<file path="src/sv/arq_pkg.sv">
// shared types, widths and codes of the arq sliding window sender
`timescale 1ns / 1ps

package arq_pkg;

  // sizing
  localparam int MAX_PACKETS = 1024;
  localparam int MAX_WINDOW  = 32;

  localparam int PKT_W     = $clog2(MAX_PACKETS);
  localparam int SEQ_W     = PKT_W + 1;
  localparam int WIN_W     = 6;
  localparam int MODE_W    = 2;
  localparam int KIND_W    = 2;
  localparam int CFG_W     = SEQ_W;
  localparam int REG_IDX_W = 2;

  // ack bitmap organized as rows of bits, one valid flop per row
  localparam int ROW_BITS = (MAX_PACKETS < 32) ? MAX_PACKETS : 32;
  localparam int BIT_W    = $clog2(ROW_BITS);
  localparam int ROWS     = MAX_PACKETS / ROW_BITS;
  localparam int ROW_AW   = (ROWS > 1) ? $clog2(ROWS) : 1;

  // configuration register indexes
  typedef enum logic [REG_IDX_W-1:0] {
    REG_ARQ_MODE      = 2'd0,
    REG_TOTAL_PACKETS = 2'd1,
    REG_WINDOW_SIZE   = 2'd2
  } reg_index_t;

  // arq modes
  localparam logic [MODE_W-1:0] MODE_STOP_WAIT  = 2'd0;
  localparam logic [MODE_W-1:0] MODE_GO_BACK_N  = 2'd1;
  localparam logic [MODE_W-1:0] MODE_SEL_REPEAT = 2'd2;

  // event kinds on the input channel
  localparam logic [KIND_W-1:0] EV_START   = 2'd0;
  localparam logic [KIND_W-1:0] EV_ACK     = 2'd1;
  localparam logic [KIND_W-1:0] EV_TIMEOUT = 2'd2;

  // classified commands from front to back
  typedef enum logic [2:0] {
    CMD_START   = 3'd0,
    CMD_ACK     = 3'd1,
    CMD_RUN     = 3'd2,
    CMD_TIMEOUT = 3'd3,
    CMD_STATUS  = 3'd4
  } cmd_kind_t;

  typedef struct packed {
    cmd_kind_t        kind;
    logic [PKT_W-1:0] ack;
  } cmd_t;

  // effective configuration seen by front and back
  typedef struct packed {
    logic [MODE_W-1:0] mode;
    logic              sel;
    logic [SEQ_W-1:0]  total;
    logic [WIN_W-1:0]  win;
  } cfg_t;

  function automatic logic [ROW_AW-1:0] row_of(input logic [PKT_W-1:0] p);
    return ROW_AW'(p >> BIT_W);
  endfunction

  function automatic logic [BIT_W-1:0] bit_of(input logic [PKT_W-1:0] p);
    return p[BIT_W-1:0];
  endfunction

endpackage

</file>
<file path="src/sv/arq_if.sv">
// event and result channel interfaces
`timescale 1ns / 1ps

interface arq_event_if import arq_pkg::*; ();
  logic              valid;
  logic              ready;
  logic [KIND_W-1:0] kind;
  logic [PKT_W-1:0]  ack_number;

  modport source (output valid, kind, ack_number, input ready);
  modport sink (input valid, kind, ack_number, output ready);
endinterface

interface arq_result_if import arq_pkg::*; ();
  logic             valid;
  logic             ready;
  logic [PKT_W-1:0] packet_number;
  logic             packet_valid;
  logic             last_of_event;
  logic [SEQ_W-1:0] window_base;
  logic             finished;

  modport source (output valid, packet_number, packet_valid, last_of_event,
                  window_base, finished, input ready);
  modport sink (input valid, packet_number, packet_valid, last_of_event,
                window_base, finished, output ready);
endinterface

</file>
<file path="src/sv/arq_ram.sv">
// generic single write port ram with registered read
`timescale 1ns / 1ps

module arq_ram #(
  parameter int WIDTH = 32,
  parameter int DEPTH = 32
) (
  input  logic                                    clk,
  input  logic                                    we,
  input  logic [((DEPTH > 1) ? $clog2(DEPTH) : 1)-1:0] waddr,
  input  logic [WIDTH-1:0]                        wdata,
  input  logic                                    re,
  input  logic [((DEPTH > 1) ? $clog2(DEPTH) : 1)-1:0] raddr,
  output logic [WIDTH-1:0]                        rdata
);

  logic [WIDTH-1:0] mem [DEPTH];

  // write port
  always_ff @(posedge clk) begin
    if (we) begin
      mem[waddr] <= wdata;
    end
  end

  // registered read, held when not reading
  always_ff @(posedge clk) begin
    if (re) begin
      rdata <= mem[raddr];
    end
  end

endmodule

</file>
<file path="src/sv/arq_front.sv">
// event intake: classifies events and queues commands for the back end
`timescale 1ns / 1ps

module arq_front import arq_pkg::*; (
  input  logic        clk,
  input  logic        rst,
  arq_event_if.sink   evt,
  input  cfg_t        cfg,
  output logic        cmd_valid,
  output cmd_t        cmd,
  input  logic        cmd_pop
);

  cmd_t       q [2];
  logic       wr_ptr;
  logic       rd_ptr;
  logic [1:0] count;
  logic       active;
  logic       accept;
  cmd_t       cmd_in;

  assign evt.ready = (count != 2'd2);
  assign accept    = evt.valid && evt.ready;

  // classify the incoming word
  always_comb begin
    cmd_in.ack = evt.ack_number;
    unique case (evt.kind)
      EV_START: cmd_in.kind = CMD_START;
      EV_ACK: begin
        if (!active) begin
          cmd_in.kind = CMD_STATUS;
        end else if (SEQ_W'(evt.ack_number) < cfg.total) begin
          cmd_in.kind = CMD_ACK;
        end else begin
          cmd_in.kind = CMD_RUN;
        end
      end
      EV_TIMEOUT: cmd_in.kind = active ? CMD_TIMEOUT : CMD_STATUS;
      default: cmd_in.kind = CMD_STATUS;
    endcase
  end

  // transfer running flag
  always_ff @(posedge clk) begin
    if (rst) begin
      active <= 1'b0;
    end else if (accept && evt.kind == EV_START) begin
      active <= 1'b1;
    end
  end

  // two entry command queue
  always_ff @(posedge clk) begin
    if (accept) begin
      q[wr_ptr] <= cmd_in;
    end
  end

  always_ff @(posedge clk) begin
    if (rst) begin
      wr_ptr <= 1'b0;
      rd_ptr <= 1'b0;
      count  <= 2'd0;
    end else begin
      if (accept) begin
        wr_ptr <= ~wr_ptr;
      end
      if (cmd_pop) begin
        rd_ptr <= ~rd_ptr;
      end
      count <= count + 2'(accept) - 2'(cmd_pop);
    end
  end

  assign cmd_valid = (count != 2'd0);
  assign cmd       = q[rd_ptr];

  // checks
  a_count_bound: assert property (@(posedge clk) disable iff (rst) count <= 2'd2)
    else $error("command queue count out of range");
  a_pop_nonempty: assert property (@(posedge clk) disable iff (rst) cmd_pop |-> cmd_valid)
    else $error("pop from empty command queue");
  a_start_active: assert property (@(posedge clk) disable iff (rst)
    (accept && evt.kind == EV_START) |=> active)
    else $error("start did not set the running flag");

endmodule

</file>
<file path="src/sv/arq_back.sv">
// window engine: applies commands, walks the ack bitmap, emits result words
`timescale 1ns / 1ps

module arq_back import arq_pkg::*; (
  input  logic        clk,
  input  logic        rst,
  input  cfg_t        cfg,
  input  logic        cmd_valid,
  input  cmd_t        cmd,
  output logic        cmd_pop,
  arq_result_if.source res
);

  typedef enum logic [7:0] {
    S_IDLE     = 8'b0000_0001,
    S_MARK_RD  = 8'b0000_0010,
    S_MARK_WR  = 8'b0000_0100,
    S_WALK_RD  = 8'b0000_1000,
    S_WALK_CHK = 8'b0001_0000,
    S_SEND_RD  = 8'b0010_0000,
    S_SEND_CHK = 8'b0100_0000,
    S_STATUS   = 8'b1000_0000
  } state_t;

  state_t             state;
  logic [SEQ_W-1:0]   base;
  logic [SEQ_W-1:0]   next;
  logic [PKT_W-1:0]   ack_reg;
  logic [ROWS-1:0]    row_valid;
  logic               rd_ok;

  logic               out_valid;
  logic [PKT_W-1:0]   out_pkt;
  logic               out_pv;
  logic               out_last;
  logic [SEQ_W-1:0]   out_base;
  logic               out_fin;

  logic               ram_re;
  logic [ROW_AW-1:0]  ram_raddr;
  logic [ROW_BITS-1:0] ram_rdata;
  logic               ram_we;
  logic [ROW_AW-1:0]  ram_waddr;
  logic [ROW_BITS-1:0] ram_wdata;

  logic               slot_free;
  logic [SEQ_W:0]     limit;
  logic               send_more;
  logic [PKT_W-1:0]   next_pkt;
  logic [PKT_W-1:0]   base_pkt;
  logic               hit_next;
  logic               hit_base;
  logic               emit_send;
  logic               emit_status;

  assign slot_free = !out_valid || res.ready;
  assign limit     = {1'b0, base} + (SEQ_W + 1)'(cfg.win);
  assign send_more = ({1'b0, next} < limit) && (next < cfg.total);
  assign next_pkt  = next[PKT_W-1:0];
  assign base_pkt  = base[PKT_W-1:0];
  assign hit_next  = rd_ok && ram_rdata[bit_of(next_pkt)];
  assign hit_base  = rd_ok && ram_rdata[bit_of(base_pkt)];

  assign emit_send   = (state == S_SEND_CHK) && !(cfg.sel && hit_next) && slot_free;
  assign emit_status = (state == S_STATUS) && slot_free;
  assign cmd_pop     = (state == S_IDLE) && cmd_valid;

  // bitmap port control
  always_comb begin
    ram_re    = 1'b0;
    ram_raddr = row_of(next_pkt);
    ram_we    = 1'b0;
    ram_waddr = row_of(ack_reg);
    ram_wdata = (rd_ok ? ram_rdata : '0) | (ROW_BITS'(1) << bit_of(ack_reg));
    unique case (state)
      S_MARK_RD: begin
        ram_re    = 1'b1;
        ram_raddr = row_of(ack_reg);
      end
      S_MARK_WR: ram_we = 1'b1;
      S_WALK_RD: begin
        ram_re    = (base < cfg.total);
        ram_raddr = row_of(base_pkt);
      end
      S_SEND_RD: ram_re = (next >= base) && send_more;
      default: ;
    endcase
  end

  arq_ram #(
    .WIDTH (ROW_BITS),
    .DEPTH (ROWS)
  ) u_ack_map (
    .clk   (clk),
    .we    (ram_we),
    .waddr (ram_waddr),
    .wdata (ram_wdata),
    .re    (ram_re),
    .raddr (ram_raddr),
    .rdata (ram_rdata)
  );

  // sequencer
  always_ff @(posedge clk) begin
    if (rst) begin
      state     <= S_IDLE;
      base      <= '0;
      next      <= '0;
      row_valid <= '0;
      rd_ok     <= 1'b0;
    end else begin
      if (ram_re) begin
        rd_ok <= row_valid[ram_raddr];
      end
      if (ram_we) begin
        row_valid[ram_waddr] <= 1'b1;
      end
      unique case (state)
        S_IDLE: begin
          if (cmd_valid) begin
            ack_reg <= cmd.ack;
            unique case (cmd.kind)
              CMD_START: begin
                row_valid <= '0;
                base      <= '0;
                next      <= '0;
                state     <= S_SEND_RD;
              end
              CMD_ACK: begin
                if (cfg.sel) begin
                  state <= S_MARK_RD;
                end else begin
                  if (cfg.mode == MODE_GO_BACK_N) begin
                    if (SEQ_W'(cmd.ack) >= base) begin
                      base <= SEQ_W'(cmd.ack) + SEQ_W'(1);
                    end
                  end else if (SEQ_W'(cmd.ack) == base) begin
                    base <= base + SEQ_W'(1);
                  end
                  state <= S_SEND_RD;
                end
              end
              CMD_RUN: state <= S_SEND_RD;
              CMD_TIMEOUT: begin
                next  <= base;
                state <= S_SEND_RD;
              end
              default: state <= S_STATUS;
            endcase
          end
        end
        S_MARK_RD: state <= S_MARK_WR;
        S_MARK_WR: state <= S_WALK_RD;
        S_WALK_RD: begin
          state <= (base < cfg.total) ? S_WALK_CHK : S_SEND_RD;
        end
        S_WALK_CHK: begin
          if (hit_base) begin
            base  <= base + SEQ_W'(1);
            state <= S_WALK_RD;
          end else begin
            state <= S_SEND_RD;
          end
        end
        S_SEND_RD: begin
          if (next < base) begin
            next <= base;
          end else if (send_more) begin
            state <= S_SEND_CHK;
          end else begin
            state <= S_STATUS;
          end
        end
        S_SEND_CHK: begin
          if ((cfg.sel && hit_next) || slot_free) begin
            next  <= next + SEQ_W'(1);
            state <= S_SEND_RD;
          end
        end
        S_STATUS: begin
          if (slot_free) begin
            state <= S_IDLE;
          end
        end
        default: state <= S_IDLE;
      endcase
    end
  end

  // output register
  always_ff @(posedge clk) begin
    if (rst) begin
      out_valid <= 1'b0;
    end else if (emit_send || emit_status) begin
      out_valid <= 1'b1;
    end else if (res.ready) begin
      out_valid <= 1'b0;
    end
  end

  always_ff @(posedge clk) begin
    if (emit_send || emit_status) begin
      out_pkt  <= emit_send ? next_pkt : '0;
      out_pv   <= emit_send;
      out_last <= emit_status;
      out_base <= base;
      out_fin  <= (base >= cfg.total);
    end
  end

  assign res.valid         = out_valid;
  assign res.packet_number = out_pkt;
  assign res.packet_valid  = out_pv;
  assign res.last_of_event = out_last;
  assign res.window_base   = out_base;
  assign res.finished      = out_fin;

  // checks
  a_start_clears: assert property (@(posedge clk) disable iff (rst)
    (state == S_IDLE && cmd_valid && cmd.kind == CMD_START)
      |=> (row_valid == '0 && base == '0 && next == '0))
    else $error("start did not clear window state");
  a_send_in_range: assert property (@(posedge clk) disable iff (rst)
    emit_send |-> (next < cfg.total && next >= base))
    else $error("send outside the transfer or below base");
  a_send_in_window: assert property (@(posedge clk) disable iff (rst)
    emit_send |-> ({1'b0, next} < limit))
    else $error("send beyond the window");
  a_status_ends: assert property (@(posedge clk) disable iff (rst)
    emit_status |=> (state == S_IDLE && out_valid && out_last))
    else $error("status word did not close the event");

endmodule

</file>
<file path="src/sv/arq_sliding_window_sender.sv">
// top level of the arq sliding window sender
`timescale 1ns / 1ps

// Sender side of a sliding window ARQ: stop-and-wait, go-back-N or
// selective repeat, chosen by the arq_mode register.
// Configuration: cfg_write with cfg_index 0 (arq_mode), 1 (total_packets),
// 2 (window_size) and cfg_data; write only while no event is in flight.
// Input channel evt: one word per event (start, ack received, timeout).
// Output channel res: one word per packet to send, then one status word
// with last_of_event set; every word carries window_base and finished.
// Sequence: an event is taken in idle, then each packet considered for
// sending passes a read state and a check state, set by the single read
// port of the ack bitmap ram; an event that only reports status goes
// straight to the status state. In selective repeat an ack first marks
// the ack bitmap (read, then write) and checks the base, with a read and
// a check for each acked packet the base steps over.
// A two entry command queue lets events be taken while the engine works.
// Reset clears base, next and the ack bitmap row flags at once; no
// clearing pass is needed. A stalled receiver holds the output register
// and the engine waits; the queue keeps taking events until it is full.

module arq_sliding_window_sender import arq_pkg::*; (
  input  logic                 clk,
  input  logic                 rst,
  input  logic                 cfg_write,
  input  logic [REG_IDX_W-1:0] cfg_index,
  input  logic [CFG_W-1:0]     cfg_data,
  arq_event_if.sink            evt,
  arq_result_if.source         res
);

  logic [MODE_W-1:0] arq_mode;
  logic [SEQ_W-1:0]  total_packets;
  logic [WIN_W-1:0]  window_size;
  cfg_t              cfg;
  logic              cmd_valid;
  cmd_t              cmd;
  logic              cmd_pop;

  // configuration registers
  always_ff @(posedge clk) begin
    if (rst) begin
      arq_mode      <= MODE_STOP_WAIT;
      total_packets <= '0;
      window_size   <= WIN_W'(1);
    end else if (cfg_write) begin
      unique case (cfg_index)
        REG_ARQ_MODE:      arq_mode      <= cfg_data[MODE_W-1:0];
        REG_TOTAL_PACKETS: total_packets <= cfg_data[SEQ_W-1:0];
        REG_WINDOW_SIZE:   window_size   <= cfg_data[WIN_W-1:0];
        default: ;
      endcase
    end
  end

  // effective total and window
  always_comb begin
    cfg.mode  = arq_mode;
    cfg.sel   = (arq_mode == MODE_SEL_REPEAT);
    cfg.total = (total_packets > SEQ_W'(MAX_PACKETS)) ? SEQ_W'(MAX_PACKETS)
                                                      : total_packets;
    if (arq_mode != MODE_GO_BACK_N && arq_mode != MODE_SEL_REPEAT) begin
      cfg.win = WIN_W'(1);
    end else if (window_size == '0) begin
      cfg.win = WIN_W'(1);
    end else if (window_size > WIN_W'(MAX_WINDOW)) begin
      cfg.win = WIN_W'(MAX_WINDOW);
    end else begin
      cfg.win = window_size;
    end
  end

  arq_front u_front (
    .clk       (clk),
    .rst       (rst),
    .evt       (evt),
    .cfg       (cfg),
    .cmd_valid (cmd_valid),
    .cmd       (cmd),
    .cmd_pop   (cmd_pop)
  );

  arq_back u_back (
    .clk       (clk),
    .rst       (rst),
    .cfg       (cfg),
    .cmd_valid (cmd_valid),
    .cmd       (cmd),
    .cmd_pop   (cmd_pop),
    .res       (res)
  );

endmodule
</file>
<file path="src/flat_wrapper.sv">
// flat-port wrapper written by rule: the top's interface ports become plain ports
module arq_sliding_window_sender_flat import arq_pkg::*;
  (clk, rst, cfg_write, cfg_index, cfg_data, evt_valid, evt_kind, evt_ack_number, evt_ready, res_valid, res_packet_number, res_packet_valid, res_last_of_event, res_window_base, res_finished, res_ready);
  arq_event_if evt_i ();
  arq_result_if res_i ();
  input  logic clk;
  input  logic rst;
  input  logic cfg_write;
  input  logic [REG_IDX_W-1:0] cfg_index;
  input  logic [CFG_W-1:0] cfg_data;
  input wire logic [$bits(evt_i.valid)-1:0] evt_valid;
  input wire logic [$bits(evt_i.kind)-1:0] evt_kind;
  input wire logic [$bits(evt_i.ack_number)-1:0] evt_ack_number;
  output wire logic [$bits(evt_i.ready)-1:0] evt_ready;
  output wire logic [$bits(res_i.valid)-1:0] res_valid;
  output wire logic [$bits(res_i.packet_number)-1:0] res_packet_number;
  output wire logic [$bits(res_i.packet_valid)-1:0] res_packet_valid;
  output wire logic [$bits(res_i.last_of_event)-1:0] res_last_of_event;
  output wire logic [$bits(res_i.window_base)-1:0] res_window_base;
  output wire logic [$bits(res_i.finished)-1:0] res_finished;
  input wire logic [$bits(res_i.ready)-1:0] res_ready;
  assign evt_i.valid = evt_valid;
  assign evt_i.kind = evt_kind;
  assign evt_i.ack_number = evt_ack_number;
  assign evt_ready = evt_i.ready;
  assign res_valid = res_i.valid;
  assign res_packet_number = res_i.packet_number;
  assign res_packet_valid = res_i.packet_valid;
  assign res_last_of_event = res_i.last_of_event;
  assign res_window_base = res_i.window_base;
  assign res_finished = res_i.finished;
  assign res_i.ready = res_ready;
  arq_sliding_window_sender u_core (.clk(clk), .rst(rst), .cfg_write(cfg_write), .cfg_index(cfg_index), .cfg_data(cfg_data), .evt(evt_i), .res(res_i));
endmodule
</file>
<file path="config.mk">
export PLATFORM = sky130hd
export DESIGN_NAME = arq_sliding_window_sender_flat
export DESIGN_NICKNAME = d
export VERILOG_FILES = /design/src/sv/arq_pkg.sv /design/src/sv/arq_if.sv /design/src/sv/arq_ram.sv /design/src/sv/arq_front.sv /design/src/sv/arq_back.sv /design/src/sv/arq_sliding_window_sender.sv /design/src/flat_wrapper.sv
export SDC_FILE = /design/constraint.sdc
export NUM_CORES = 2
export LEC_CHECK = 0
export BUFFER_PORTS_ARGS = -buffer_cell sky130_fd_sc_hd__buf_2
export CAP_MARGIN = 20
export CORE_MARGIN = 2
export CORE_UTILIZATION = 50
export CTS_CLUSTER_SIZE = 10
export DETAILED_ROUTE_END_ITERATION = 8
export HOLD_SLACK_MARGIN = 0.02
export PLACE_DENSITY = 0.61
export SLEW_MARGIN = 30
export SYNTH_ARGS = -nofsm -noshare
export SYNTH_HDL_FRONTEND = slang
export SYNTH_SLANG_ARGS = --single-unit
</file>
<file path="constraint.sdc">
create_clock -name clk -period 6.3 [get_ports clk]
set_input_delay 0.63 -clock clk [delete_from_list [all_inputs] [get_ports clk]]
set_output_delay 0.63 -clock clk [all_outputs]
set_load 0.01 [all_outputs]
</file>
==> impl_metrics.ini <==
[place]
placed_area_mm2 = 0.0536
dp_slack_ns = 1.40
dp_hpwl_um = 82000
portBuffers = 55
globalplace.congestion = 0.849

[pwr]
pwr_density_cell_mw_per_mm2 = 361
switchingPower_mw = 6.15
p_int_mw = 14.6
p_sw_share_pct = 29.6
vdd_ir_drop_max_uv = 235
p_clk_share_pct = 34.8
power_frac_comb_pct = 21.5
p_leak_nw = 20.0
total_power_mw = 20.8
p_seq_share_pct = 43.7

[floorplan]
io_pins = 56
fp.dieH_um = 323
dieArea_mm2 = 0.104
initial_core_util_pct = 50.2
die_w_um = 323
coreArea_mm2 = 0.101
std_cell_rows = 117

[timing]
finClkSkew_ns = 0.0393
max_freq_mhz = 200
setup_ws_ns = 1.29
rsz0062_at_grt = false
maxSlewViolCount = 0
slew_headroom_pct = 34.1
worst_pin_slew_ns = 0.986
period_share_pct = 79.5
setup_viol = 0
period_needed_ns = 5.01
setup_tns_ns = 0
finalHoldViolCount = 0

[synth]
yosys.area.top_type = edfxtp_1
synthCells = 3922
synth_edf_count = 1116
synth.avg_cell_area_um2 = 13.0
syn_area_mm2 = 0.0510
synth_fp_nets = 4027
ys_ff_latch = 1205
ys.flop_type = edfxtp_1
async_flop_share_pct = 0
synth_cell_types = 76
synthTopCellsByArea = edfxtp_1, nand2_1, dfxtp_1
synth_top_area_share_pct = 65.8
ys.warnings.count = 0
ys_seq_area_share_pct = 69.3

[setup_path]
crit_path_max_incr_delay_ns = 0.64
cpMostUsedCell = ha_1
crit_fanout = 33
worstPathArrival_ns = 5.38
crit_path_end_kind = flip-flop
crit_type = flip-flop to flip-flop
worst_ep_required_time_ns = 6.67
cp-start-kind = flip-flop
crit_chain = inv_1, ha_1, o21bai_1, ha_1, fa_1, a21o_1, a21oi_1, o21bai_1, a21oi_1, xnor2_1, ha_1, nor2b_1, o21ai_0, a31oi_1, o221ai_1, nor4bb_1, or2_4
cpMaxStageDelayCell = or2_4

[cts]
cts_buffers = 140
root_buffer = clkbuf_16
cts_resized = 0
clkTransAtPathRegs_ns = 0.06
cts_tree = yes
htreeDepth = 4
ctsLongestPathBuffers = 3
cts.sinks = 1205
postCtsHoldBufs = 0
post_cts_buffers = 0
clock_latency_ns = 0.76

[finish]
num_antenna_cells = 0
nets = 4084
reg_top3 = u_core.u_back.u_ack_map.mem x1024, u_core.u_back.row_valid x32, u_core.u_back.u_ack_map.rdata x32
areaGrowthSynthToFinish_pct = 13.0
layout_commonest_cell = edfxtp_1
largest_reg_flops = 1024
stdcell_area_mm2 = 0.0576
register_area_mm2 = 0.0353
top_register = u_core.u_back.u_ack_map.mem
finalCoreUtilization_pct = 56.8
multi_input_area_mm2 = 0.0148
drive_gt1_share_pct = 11.7
final_cell_mix = edfxtp_1, nand2_1, and3_1
num-fill-cells = 8132

[routing]
drc = 0
antenna_left = 0
wl_per_cell_um = 27.3
drt_first_pass_iters = 7
vias = 33900
finalWirelength_um = 147000
drtIter0Drc = 4170
via_per_inst = 6.27

[global_route]
overflow = 0
grt_max_degree = 97
grt_antenna_before_repair = 1
grtUsageTotal_pct = 28.2
grt_pass1_vias = 31700
grt_pass1_wl_um = 215000

[min_path]
min_path_type = input port to flip-flop

[outcome]
status = finished, final reports clean

[job]
drv_cap = 0
-- metal layers --
layer  GRT usage (%)  wire (um)
met2            43.9      68000
met3            4.45      11800
met1            40.2      62100
met5               0          0
met4            10.8       5360
-- cells by family after synthesis --
group	share of synthesized area, %
and+or+nand+nor	13.6
DFF	69.3
AOI/OAI and AO/OA	10.4
buffers and inverters	2.55
adders and majority gates	1.86
muxes	1.81
xor gates and xnor gates	0.602
-- cell usage after synthesis (8+ instances only) --
cell type,count
dfxtp_1,89
o21a_1,38
a22o_1,12
a21o_1,15
nor2b_1,21
edfxtp_1,1116
inv_1,26
mux4_2,20
o211ai_1,8
nor3_1,17
xor2_1,8
buf_2,100
and2_1,17
nand4_1,10
nor3b_1,9
nand2_1,981
nor2_1,116
mux2_2,10
o21ai_0,45
clkbuf_1,152
a21oi_1,37
a311oi_1,193
ha_1,74
and3_1,233
xnor2_1,27
a211o_1,35
a32o_1,9
buf_1,13
a211oi_1,106
a31o_2,10
a31oi_1,68
or2_2,10
o311ai_1,33
o31ai_1,36
nand2b_1,12
nand3b_1,9
mux2i_1,36
nand3_1,96
-- final cells by class --
| type | count | area share, % |
|---|---|---|
| sequential | 1205 | 61.3 |
| clock inverter | 23 | 0.582 |
| timing repair buffer | 189 | 2.97 |
| tap | 1368 | 2.97 |
| clock buffer | 168 | 6.27 |
| multi-input combinational | 2416 | 25.7 |
| inverter | 27 | 0.176 |
-- power by group through the flow --
stage	logic, mW	registers [mW]	clock network (mW)
6_report	4.46	9.09	7.23
3_5_place_dp	4.41	9.25	0
5_1_grt	4.90	9.10	7.62
4_1_cts	4.43	9.09	7.32
3_3_place_gp	4.37	9.25	0
2_1_floorplan	3.16	9.16	0
-- critical path, delay by kind of cell, from the launching register on --
kind                       cells  cell delay (ns)
xor gates and xnor gates       1             0.16
and+or+nand+nor                3             1.24
adders and majority gates      4             1.20
AOI/OAI and AO/OA              8             1.58
buffers and inverters          1             0.06
DFF                            1             0.33
-- stage by stage --
stage | hold slack, ns | instances
global route | 0.0892 | 5396
global placement | 0.441 | 5194
CTS | 0.0749 | 5395
floorplan | 0.433 | 3922
finish | 0.112 | 5396
detailed placement | 0.447 | 5204
-- path summary, 6_finish.rpt --
path                                         start                                           to  slack [ns]  cells after the start
max                u_core.arq_mode[0]$_SDFFE_PP0P_  u_core.u_back.u_ack_map.rdata[13]$_DFFE_PP_        1.29                     17
min                              evt_ack_number[0]             u_core.u_front.q[0][0]$_DFFE_PP_        0.11                      1
max reg2reg        u_core.arq_mode[0]$_SDFFE_PP0P_  u_core.u_back.u_ack_map.rdata[13]$_DFFE_PP_        1.29                     17
min reg2reg  u_core.u_back.row_valid[8]$_SDFF_PP0_        u_core.u_back.row_valid[8]$_SDFF_PP0_        0.46                      1
Power figures use the tool's default switching activity.
